## src/typed_block_pool_allocator_top_defines.svh

```systemverilog
// Assertion helpers for the allocator top-level RTL.
`ifndef TYPED_BLOCK_POOL_ALLOCATOR_TOP_DEFINES_SVH
`define TYPED_BLOCK_POOL_ALLOCATOR_TOP_DEFINES_SVH

// Consequent checked in the same cycle as the antecedent.
`define TBPA_ASSERT_NOW(label, ante, cons, msg) \
  label: assert property (@(posedge clk) disable iff (rst) (ante) |-> (cons)) \
    else $error(msg);

// Consequent checked in the cycle after the antecedent.
`define TBPA_ASSERT_NEXT(label, ante, cons, msg) \
  label: assert property (@(posedge clk) disable iff (rst) (ante) |=> (cons)) \
    else $error(msg);

`endif

```

## src/tbpa_pkg.sv

```systemverilog
`timescale 1ns / 1ps

package tbpa_pkg;

  // Table geometry
  localparam int POOL_ENTRIES = 16;
  localparam int IDX_W        = (POOL_ENTRIES > 1) ? $clog2(POOL_ENTRIES) : 1;
  localparam int CNT_W        = $clog2(POOL_ENTRIES + 1);

  // Field widths
  localparam int CMD_W    = 2;
  localparam int TYPE_W   = 8;
  localparam int ADDR_W   = 32;
  localparam int SIZE_W   = 15;
  localparam int STATUS_W = 3;

  typedef enum logic [CMD_W-1:0] {
    CMD_REGISTER = 2'd0,
    CMD_ALLOCATE = 2'd1,
    CMD_RELEASE  = 2'd2,
    CMD_IGNORE   = 2'd3
  } cmd_t;

  typedef enum logic [STATUS_W-1:0] {
    ST_OK        = 3'd0,
    ST_FULL      = 3'd1,
    ST_NONE_FREE = 3'd2,
    ST_NOT_FOUND = 3'd3,
    ST_ZERO_ADDR = 3'd4
  } status_t;

  // One table entry as stored in the RAM
  typedef struct packed {
    logic [TYPE_W-1:0] type_id;
    logic [ADDR_W-1:0] address;
    logic [SIZE_W-1:0] size;
    logic              in_use;
  } entry_t;

  localparam int ENTRY_W = $bits(entry_t);

endpackage

```

## src/tbpa_ram.sv

```systemverilog
`timescale 1ns / 1ps

// Simple dual-port RAM, one write and one registered read per cycle.
module tbpa_ram #(
  parameter  int WIDTH = 8,
  parameter  int DEPTH = 16,
  localparam int AW    = (DEPTH > 1) ? $clog2(DEPTH) : 1
) (
  input  logic             clk,
  input  logic             we,
  input  logic [AW-1:0]    waddr,
  input  logic [WIDTH-1:0] wdata,
  input  logic [AW-1:0]    raddr,
  output logic [WIDTH-1:0] rdata
);

  logic [WIDTH-1:0] mem [DEPTH];

  always_ff @(posedge clk) begin
    if (we) begin
      mem[waddr] <= wdata;
    end
    rdata <= mem[raddr];
  end

endmodule

```

## src/typed_block_pool_allocator_top.sv

```systemverilog
`timescale 1ns / 1ps
// Flow: register, ignored command, or allocate/release on an empty table is answered from
//   idle; allocate/release otherwise scans from entry 0 and either writes back the hit entry
//   in S_WRITE before answering or, on a miss, answers after the last registered entry.
// Throughput: one command at a time; a scan compares one entry per cycle through the single
//   RAM read port, busy high until the result. Results are one-cycle done beats; no stall.
// Reset (rst, synchronous) clears state, entry count and done; entries stay undefined until registered.

module typed_block_pool_allocator_top (
  input  logic                           clk,
  input  logic                           rst,
  input  logic                           start,
  output logic                           busy,
  input  logic [tbpa_pkg::CMD_W-1:0]     command,
  input  logic [tbpa_pkg::TYPE_W-1:0]    type_id,
  input  logic [tbpa_pkg::ADDR_W-1:0]    block_address,
  input  logic [tbpa_pkg::SIZE_W-1:0]    block_size,
  output logic                           done,
  output logic [tbpa_pkg::STATUS_W-1:0]  status,
  output logic [tbpa_pkg::ADDR_W-1:0]    granted_address,
  output logic [tbpa_pkg::SIZE_W-1:0]    granted_size
);

  import tbpa_pkg::*;

  `include "typed_block_pool_allocator_top_defines.svh"

  typedef enum logic [2:0] {
    S_IDLE  = 3'b001,
    S_SCAN  = 3'b010,
    S_WRITE = 3'b100
  } state_t;

  state_t state, state_next;

  logic [CNT_W-1:0]  entry_count, entry_count_next;
  logic [IDX_W-1:0]  scan_idx, scan_idx_next;
  logic [IDX_W-1:0]  hit_idx, hit_idx_next;
  entry_t            hit_word, hit_word_next;
  cmd_t              cmd_q, cmd_q_next;
  logic [TYPE_W-1:0] type_q, type_q_next;
  logic [ADDR_W-1:0] addr_q, addr_q_next;

  logic                done_next;
  logic [STATUS_W-1:0] status_next;
  logic [ADDR_W-1:0]   granted_address_next;
  logic [SIZE_W-1:0]   granted_size_next;

  // RAM ports
  logic              ram_we;
  logic [IDX_W-1:0]  ram_waddr;
  entry_t            ram_wdata;
  logic [IDX_W-1:0]  ram_raddr;
  logic [ENTRY_W-1:0] ram_rdata;
  entry_t            rd_entry;

  logic  accept;
  cmd_t  cmd_in;
  logic  last_entry;

  // Shared compare unit: type key for allocate, address key for release
  logic [ADDR_W-1:0] cmp_a, cmp_b;
  logic              key_eq, match;

  assign accept   = start && !busy;
  assign busy     = (state != S_IDLE);
  assign cmd_in   = cmd_t'(command);
  assign rd_entry = entry_t'(ram_rdata);

  assign last_entry = ((CNT_W'(scan_idx) + CNT_W'(1)) == entry_count);

  always_comb begin
    if (cmd_q == CMD_ALLOCATE) begin
      cmp_a = ADDR_W'(rd_entry.type_id);
      cmp_b = ADDR_W'(type_q);
    end else begin
      cmp_a = rd_entry.address;
      cmp_b = addr_q;
    end
  end

  assign key_eq = (cmp_a == cmp_b);
  assign match  = key_eq && ((cmd_q == CMD_RELEASE) || !rd_entry.in_use);

  // Read address: entry 0 on accept, then one ahead of the entry being compared
  assign ram_raddr = (state == S_SCAN) ? (scan_idx + IDX_W'(1)) : '0;

  tbpa_ram #(
    .WIDTH (ENTRY_W),
    .DEPTH (POOL_ENTRIES)
  ) u_ram (
    .clk   (clk),
    .we    (ram_we),
    .waddr (ram_waddr),
    .wdata (ram_wdata),
    .raddr (ram_raddr),
    .rdata (ram_rdata)
  );

  // Sequencer
  always_comb begin
    state_next           = state;
    entry_count_next     = entry_count;
    scan_idx_next        = scan_idx;
    hit_idx_next         = hit_idx;
    hit_word_next        = hit_word;
    cmd_q_next           = cmd_q;
    type_q_next          = type_q;
    addr_q_next          = addr_q;
    done_next            = 1'b0;
    status_next          = status;
    granted_address_next = granted_address;
    granted_size_next    = granted_size;
    ram_we               = 1'b0;
    ram_waddr            = entry_count[IDX_W-1:0];
    ram_wdata            = '{type_id: type_id, address: block_address,
                             size: block_size, in_use: 1'b0};

    unique case (state)
      S_IDLE: begin
        if (accept) begin
          cmd_q_next           = cmd_in;
          type_q_next          = type_id;
          addr_q_next          = block_address;
          scan_idx_next        = '0;
          granted_address_next = '0;
          granted_size_next    = '0;
          unique case (cmd_in)
            CMD_REGISTER: begin
              done_next = 1'b1;
              if (block_address == '0) begin
                status_next = ST_ZERO_ADDR;
              end else if (entry_count >= CNT_W'(POOL_ENTRIES)) begin
                status_next = ST_FULL;
              end else begin
                status_next      = ST_OK;
                ram_we           = 1'b1;
                entry_count_next = entry_count + CNT_W'(1);
              end
            end
            CMD_ALLOCATE, CMD_RELEASE: begin
              if (entry_count == '0) begin
                done_next   = 1'b1;
                status_next = (cmd_in == CMD_ALLOCATE) ? ST_NONE_FREE : ST_NOT_FOUND;
              end else begin
                state_next = S_SCAN;
              end
            end
            CMD_IGNORE: begin
              done_next   = 1'b1;
              status_next = ST_OK;
            end
            default: begin
              done_next   = 1'b1;
              status_next = ST_OK;
            end
          endcase
        end
      end

      S_SCAN: begin
        if (match) begin
          hit_idx_next         = scan_idx;
          hit_word_next        = rd_entry;
          hit_word_next.in_use = (cmd_q == CMD_ALLOCATE);
          state_next           = S_WRITE;
        end else if (last_entry) begin
          done_next   = 1'b1;
          status_next = (cmd_q == CMD_ALLOCATE) ? ST_NONE_FREE : ST_NOT_FOUND;
          state_next  = S_IDLE;
        end else begin
          scan_idx_next = scan_idx + IDX_W'(1);
        end
      end

      S_WRITE: begin
        ram_we      = 1'b1;
        ram_waddr   = hit_idx;
        ram_wdata   = hit_word;
        done_next   = 1'b1;
        status_next = ST_OK;
        if (cmd_q == CMD_ALLOCATE) begin
          granted_address_next = hit_word.address;
          granted_size_next    = hit_word.size;
        end
        state_next = S_IDLE;
      end

      default: begin
        state_next = S_IDLE;
      end
    endcase
  end

  // Control registers
  always_ff @(posedge clk) begin
    if (rst) begin
      state       <= S_IDLE;
      entry_count <= '0;
      done        <= 1'b0;
    end else begin
      state       <= state_next;
      entry_count <= entry_count_next;
      done        <= done_next;
    end
  end

  // Working and result payload
  always_ff @(posedge clk) begin
    scan_idx        <= scan_idx_next;
    hit_idx         <= hit_idx_next;
    hit_word        <= hit_word_next;
    cmd_q           <= cmd_q_next;
    type_q          <= type_q_next;
    addr_q          <= addr_q_next;
    status          <= status_next;
    granted_address <= granted_address_next;
    granted_size    <= granted_size_next;
  end

  // Checks
  `TBPA_ASSERT_NOW(a_count_bound, 1'b1, entry_count <= CNT_W'(POOL_ENTRIES),
    "entry count beyond table depth")
  `TBPA_ASSERT_NOW(a_grant_zero, done && (status != ST_OK),
    (granted_address == '0) && (granted_size == '0),
    "nonzero grant on failed command")
  `TBPA_ASSERT_NEXT(a_write_answers, state == S_WRITE, done && (status == ST_OK),
    "write-back did not produce an ok result")
  `TBPA_ASSERT_NOW(a_done_source, done,
    $past(accept) || ($past(state) == S_SCAN) || ($past(state) == S_WRITE),
    "result beat without a command")

endmodule

```

## config.mk

```make
export PLATFORM = sky130hd
export DESIGN_NAME = typed_block_pool_allocator_top
export DESIGN_NICKNAME = d
export VERILOG_FILES = /design/src/tbpa_pkg.sv /design/src/tbpa_ram.sv /design/src/typed_block_pool_allocator_top.sv
export VERILOG_INCLUDE_DIRS = /design/src /design/src/src
export SDC_FILE = /design/constraint.sdc
export NUM_CORES = 1
export LEC_CHECK = 0
export BUFFER_PORTS_ARGS = -buffer_cell sky130_fd_sc_hd__buf_2
export CORE_MARGIN = 2
export CORE_UTILIZATION = 62
export CTS_BUF_LIST = sky130_fd_sc_hd__clkbuf_16
export DETAILED_ROUTE_END_ITERATION = 10
export PLACE_DENSITY_LB_ADDON = 0.15
export SLEW_MARGIN = 10
export SYNTH_ARGS = -nofsm -noshare
export SYNTH_HDL_FRONTEND = slang
export SYNTH_SLANG_ARGS = --single-unit
```

## constraint.sdc

```tcl
create_clock -name clk -period 6.6 [get_ports clk]
set_input_delay 0.33 -clock clk [delete_from_list [all_inputs] [get_ports clk]]
set_output_delay 0.33 -clock clk [all_outputs]
set_load 0.01 [all_outputs]
```

# Word-level counts from Yosys, hierarchy flattened
# Memory sizes are Yosys's and may differ from the RTL's. A register that Yosys moved wholly into a read port is not among the register bits.
# Cells that the tools add are included.
# Widths: inputs -> output; s select.
[totals] regBits=165 out_inout_bits=52 inputBits=60 mem_count=1 ramBits=896 wordCells=106
[memory_table] memory="u_ram.mem" depth=16 word_bits=56 read_ports=1 rd_ports_with_merged_regs=1 wr=1 line="tbpa_ram.sv:17" source="logic [WIDTH-1:0] mem [DEPTH];"
[classes] magnitude_cmp=1 n_eq_ne=20 n_bitwise=2 add_sub_neg=3 n_mux=44 n_reduce_logical=20
[op_table] cell="$mux 32" count=4
[op_table] cell="$pmux 32 s2" count=1
[op_table] cell="$mux 56" count=1
[op_table] cell="$eq 32x32->1" count=1
[op_table] cell="$logic_not 32->1" count=1
[op_table] cell="$mux 15" count=2
[op_table] cell="$mux 3" count=10
[op_table] cell="$pmux 15 s2" count=1
[op_table] cell="$mux 4" count=5
[op_table] cell="$pmux 3 s3" count=2
[op_table] cell="$mux 1" count=13
[op_table] cell="$ne 2x2->1 const B" count=6
[op_table] cell="$reduce_and 5->1" count=2
[op_table] cell="$pmux 4 s2" count=1
[op_table] cell="$reduce_and 4->1" count=2
[op_table] cell="$eq 2x2->1 const B" count=3
[op_table] cell="$ne 3x3->1 const B" count=2
[op_table] cell="$pmux 3 s2" count=1
[op_table] cell="$add 4x1->5 const B" count=1
[op_table] cell="$add 5x1->5 const B" count=1
[op_table] cell="$eq 5x5->1" count=1
[op_table] cell="$ge 5x5->1 const B" count=1
[op_table] cell="$logic_not 5->1" count=1
[op_table] cell="$add 4x1->4 const B" count=1
[op_table] cell="other kinds (18)" count=26

# Logic depth before layout (Yosys ltp)
[logic_depth] depth_word=8 depth_mapped=11 depth_no_buf=7

# Hierarchy
# From an unflattened synthesis, not the netlist that was laid out.
[unflattened] cells_unflattened=1912 area_unflattened_um2=41461.0
[modules_own_cells] mod="tbpa_ram" instances=1 cells_per_inst=1445 area_each_um2=34678.3
[modules_own_cells] mod="typed_block_pool_allocator_top" instances=1 cells_per_inst=467 area_each_um2=6782.8

# Least setup slack after synthesis
# Ideal clock, no wire load.
[synth_timing] path_kind="reg-to-reg" startpoint="register state[2]" endpoint="memory u_ram.mem[11][0] (netlist name) (enable)" required_ps=6130 setup_slack_ps=1492 stages_incl_launch_ff=8 synth_period_minus_slack_ps=5108 arrival_time_ps=4637 cell_sequence="dfxtp_1 buf_6 nand4bb_1 inv_1 o2111a_1 or2_2 nand3_1 nor2_1"
[synth_between] elab_chain_len=7 elab_cells_between_ends=10 cone_classes="3 x eq/ne; 5 x mux; 2 x reduce/logical"
[synth_rtl] element="from (decl)" line="typed_block_pool_allocator_top.sv:34" source="state_t state, state_next;"
[synth_rtl] element="from (signal assigned)" line="typed_block_pool_allocator_top.sv:202" source="state <= state_next;"
[synth_rtl] element="$ne 3x1->1" line="typed_block_pool_allocator_top.sv:66" source="assign busy = (state != S_IDLE);"
[synth_rtl] element="$logic_not 1->1" line="typed_block_pool_allocator_top.sv:65" source="assign accept = start && !busy;"
[synth_rtl] element="$logic_and 1x1->1" line="typed_block_pool_allocator_top.sv:65"
[synth_rtl] element="$mux 1" line="typed_block_pool_allocator_top.sv:121" source="if (accept) begin"
[synth_rtl] element="$pmux 1 s2" line="typed_block_pool_allocator_top.sv:119" source="unique case (state)"
[synth_rtl] element="$mux 1" line="tbpa_ram.sv:20" source="if (we) begin"
[synth_rtl] element="$mux 1 (implied by the code)" line="tbpa_ram.sv:21" source="mem[waddr] <= wdata;"
[synth_rtl] element="to (decl)" line="tbpa_ram.sv:17"
# Parallel ways exist; a longest one is shown, timed or not.

# Final worst setup path
[layout_timing] startpoint="input block_address[0] (netlist name)" endpoint="memory u_ram.mem[12][22] (netlist name) (enable)"
[layout_between] elab_chain_len=7
[layout_rtl] element="from (decl)" line="typed_block_pool_allocator_top.sv:16" source="input logic [tbpa_pkg::ADDR_W-1:0] block_address,"
[layout_rtl] element="$logic_not 32->1" line="typed_block_pool_allocator_top.sv:131" source="if (block_address == '0) begin"
[layout_rtl] element="$mux 1" line="typed_block_pool_allocator_top.sv:131"
[layout_rtl] element="$mux 1" line="typed_block_pool_allocator_top.sv:128" source="unique case (cmd_in)"
[layout_rtl] element="$mux 1" line="typed_block_pool_allocator_top.sv:121"
[layout_rtl] element="$pmux 1 s2" line="typed_block_pool_allocator_top.sv:119"
[layout_rtl] element="$mux 1" line="tbpa_ram.sv:20"
[layout_rtl] element="$mux 1 (implied by the code)" line="tbpa_ram.sv:21"
# Every way passes these cells.

==> results.py <==
metrics = {
    "floorplanning": {
        "fp.coreArea_mm2": 0.0688,
        "dieArea_mm2": 0.0719,
        "die_y_um": 268,
        "ios": 112,
        "fp.dieW_um": 268,
        "fp-row-count": 96,
        "floorplan.initialDensity_pct": 62.8,
    },
    "timing": {
        "finalSetupViolations": 0,
        "tns_ns": 0,
        "finalClockSkew_ns": 0.0229,
        "max_slew_margin_pct": 7.46,
        "slew_viol_final": 0,
        "post-route-period-util_pct": 67.7,
        "fmax_ghz": 0.224,
        "min_period_ns": 4.47,
        "rsz0062_at_grt": "no",
        "finalHoldViolCount": 0,
        "tightest_slew_ns": 1.39,
    },
    "clock_network": {
        "cts.clk_slew.worst_paths_ns": 0.06,
        "insertion_delay_ns": 0.67,
        "numCtsBuffers": 109,
        "cts_sinks": 1117,
        "htreeDepth": 3,
        "root_buffer": "clkbuf_16",
        "postCtsSetupBuffers": 0,
        "cts_hold_repair.buffers": 43,
        "cts_tree": "done",
        "ctsResizeCount": 0,
        "clk_path_buf_depth": 3,
    },
    "route": {
        "wl_mm": 105,
        "via_per_inst": 6.36,
        "drt_iter0_drc": 3112,
        "firstDrtPassIters": 7,
        "drc": 0,
        "vias": 25700,
        "ant_nets": 0,
        "wl_per_cell_um": 26.0,
    },
    "placement": {
        "dpl.cell_count": 3792,
        "gp_congestion": 0.781,
        "dp.final_hpwl_mm": 52.3,
        "portBuffers": 111,
    },
    "logic_synthesis": {
        "yosysSeqAreaShare_pct": 76.1,
        "syn_area_mm2": 0.0432,
        "async_flop_share_pct": 0,
        "synth_edf_count": 1052,
        "synth.area.top_cells": "edfxtp_1, nand2_1, dfxtp_1",
        "synth_cells": 2907,
        "synth_nets": 2972,
        "avgSynthCellArea_um2": 14.9,
        "synth_cell_type_count": 50,
        "yosysTopAreaCell": "edfxtp_1",
        "synth-warning-count": 0,
        "synth_top_area_share_pct": 73.1,
        "synth_ff_type": "edfxtp_1",
        "synth_seq_cells": 1117,
    },
    "setup_path": {
        "required_ns": 6.89,
        "crit_type": "in -> reg",
        "reg2reg_depth": 5,
        "worstPathArrival_ns": 4.76,
        "worstPathMaxFanout": 43,
        "endpoint_kind": "flip-flop",
        "start_kind": "primary input",
    },
    "final_layout": {
        "nFillCells": 4379,
        "finalNetCount": 3080,
        "final_layout_size_suffix_gt1_share_pct": 10.8,
        "stdcell_count": 4036,
        "layout_common_cells": "edfxtp_1, nand2_1, nand3_1, a21oi_1, a31oi_1",
        "final_common_cell": "edfxtp_1",
        "areaGrowthSynthToFinish_pct": 12.0,
    },
    "global_routing": {
        "globalRouteOverflowTotal": 0,
        "grt_start_max_net_pins": 208,
        "grt_pass1_wl_mm": 153,
        "antenna_found_initial": 4,
        "grt_pass1_vias": 24700,
        "grtUsageTotal_pct": 29.2,
    },
    "worst_hold_path": {
        "hold_path_depth": 4,
        "hp-class": "in -> reg",
    },
    "job": {
        "cap_violations": 0,
    },
    "status": {
        "outcome": "finished, final reports clean",
    },
    "pwr": {
        "p_leak_nw": 16.7,
        "powerDensity_mw_per_mm2": 317,
        "peakVddDrop_mv": 0.249,
    },
}
==> layout make-up <==
class | instances | area (µm²) | area share, %
sequential | 1117 | 32900 | 67.9
multi-input combinational | 1584 | 9530 | 19.7
clock buffer | 110 | 2750 | 5.68
timing repair buffer | 191 | 1340 | 2.76
tap | 931 | 1160 | 2.40
clock inverter | 90 | 709 | 1.46
inverter | 12 | 52.6 | 0.108
antenna | 1 | 2.50 | 0.00517
==> kinds of logic after synthesis <==
| kind of cell | after synthesis | share of synthesized area [%] |
|---|---|---|
| AND/OR/NAND/NOR | 896 | 9.40 |
| XOR/XNOR | 49 | 0.992 |
| AO/OA/AOI/OAI | 519 | 8.47 |
| adder cells (fa/ha/maj) | 5 | 0.145 |
| flip-flops | 1117 | 76.1 |
| buffers and inverters | 206 | 2.26 |
| multiplexers | 115 | 2.66 |
==> report_power, final <==
group | switching, W | leakage (nW) | internal, W | total (W)
registers | 0.000114 | 10.1 | 0.00800 | 0.00812
logic | 0.000850 | 4.80 | 0.000373 | 0.00122
clock network | 0.00257 | 1.81 | 0.00344 | 0.00601
total | 0.00354 | 16.7 | 0.0118 | 0.0154
==> stage by stage <==
| step | setup WS, ns | utilization, % | cell area (µm²) | power, W | hold WS (ns) |
|---|---|---|---|---|---|
| after floorplan | 1.49 | - | 43200 | 0.00897 | 0.386 |
| after global placement | 2.44 | 64.7 | 44600 | 0.00942 | 0.388 |
| after detailed placement | 2.35 | 64.7 | 44600 | 0.00945 | 0.389 |
| after CTS | 2.33 | 70.4 | 48400 | 0.0154 | 0.0103 |
| after global routing | 2.17 | 70.4 | 48400 | 0.0158 | 0.0487 |
| final | 2.13 | 70.4 | 48400 | 0.0154 | 0.0421 |
==> synth_stat cells, types with 2 or more instances <==
master    count
xor2_1       43
buf_6        12
nand2_1     544
nor3_1        5
buf_2        69
a311oi_1     57
and2_1        2
nand2b_1      3
inv_1        10
clkbuf_1    102
o21ai_0       2
buf_4         7
nor2b_1     115
a211oi_1    113
a21o_1       48
xnor2_1       6
and3_1       48
nor2_1       29
nand3_1     118
mux2i_1     115
a221oi_2     10
dfxtp_1      65
nand4_1       5
nor4_1       16
a31oi_1     117
a221oi_1     46
ha_1          5
buf_1         4
edfxtp_1   1052
and4_1        2
a21oi_1     118
==> registers in the layout (all words and copies together), names as in the netlist <==
| name | cells |
|---|---|
| addr_q | 32 |
| status | 3 |
| scan_idx | 4 |
| u_ram.mem | 896 |
| state | 3 |
| done | 1 |
| u_ram.rdata | 56 |
| granted_size | 15 |
| hit_idx | 4 |
| entry_count | 5 |
| granted_address | 32 |
| cmd_q | 2 |
| hit_word | 56 |
| type_q | 8 |
==> path summary, 6_finish.rpt <==
path | start | endpoint | slack (ns)
worst min register to register | u_ram.rdata[10]$_DFF_P_ | hit_word[10]$_DFFE_PP_ | 0.40
worst max register to register | state[2]$_SDFFE_PP0P_ | u_ram.mem[6][5]$_DFFE_PP_ | 2.27
worst min-delay path | start | state[1]$_SDFFE_PP0P_ | 0.04
worst max-delay path | block_address[0] | u_ram.mem[12][22]$_DFFE_PP_ | 2.13
==> worst max-delay path, cell delays in order <==
cell	delay [ns]
dlygate4sd3_1	0.54
buf_2	0.14
nor4_1	1.09
nand4_1	0.65
o2111a_1	0.54
or2_2	0.35
nand3_1	0.33
nor2_4	0.22
buf_4	0.52
==> metal layers <==
metal	GRT usage, %	vias to the layer above	share of wire [%]
met2	44.7	1334	46
li1	-	11300	-
met1	42.6	12800	41
met3	5.93	205	9.9
met4	9.74	4	2.9
met5	0	-	0.026
Note: power is estimated with default switching activity, not from simulation.
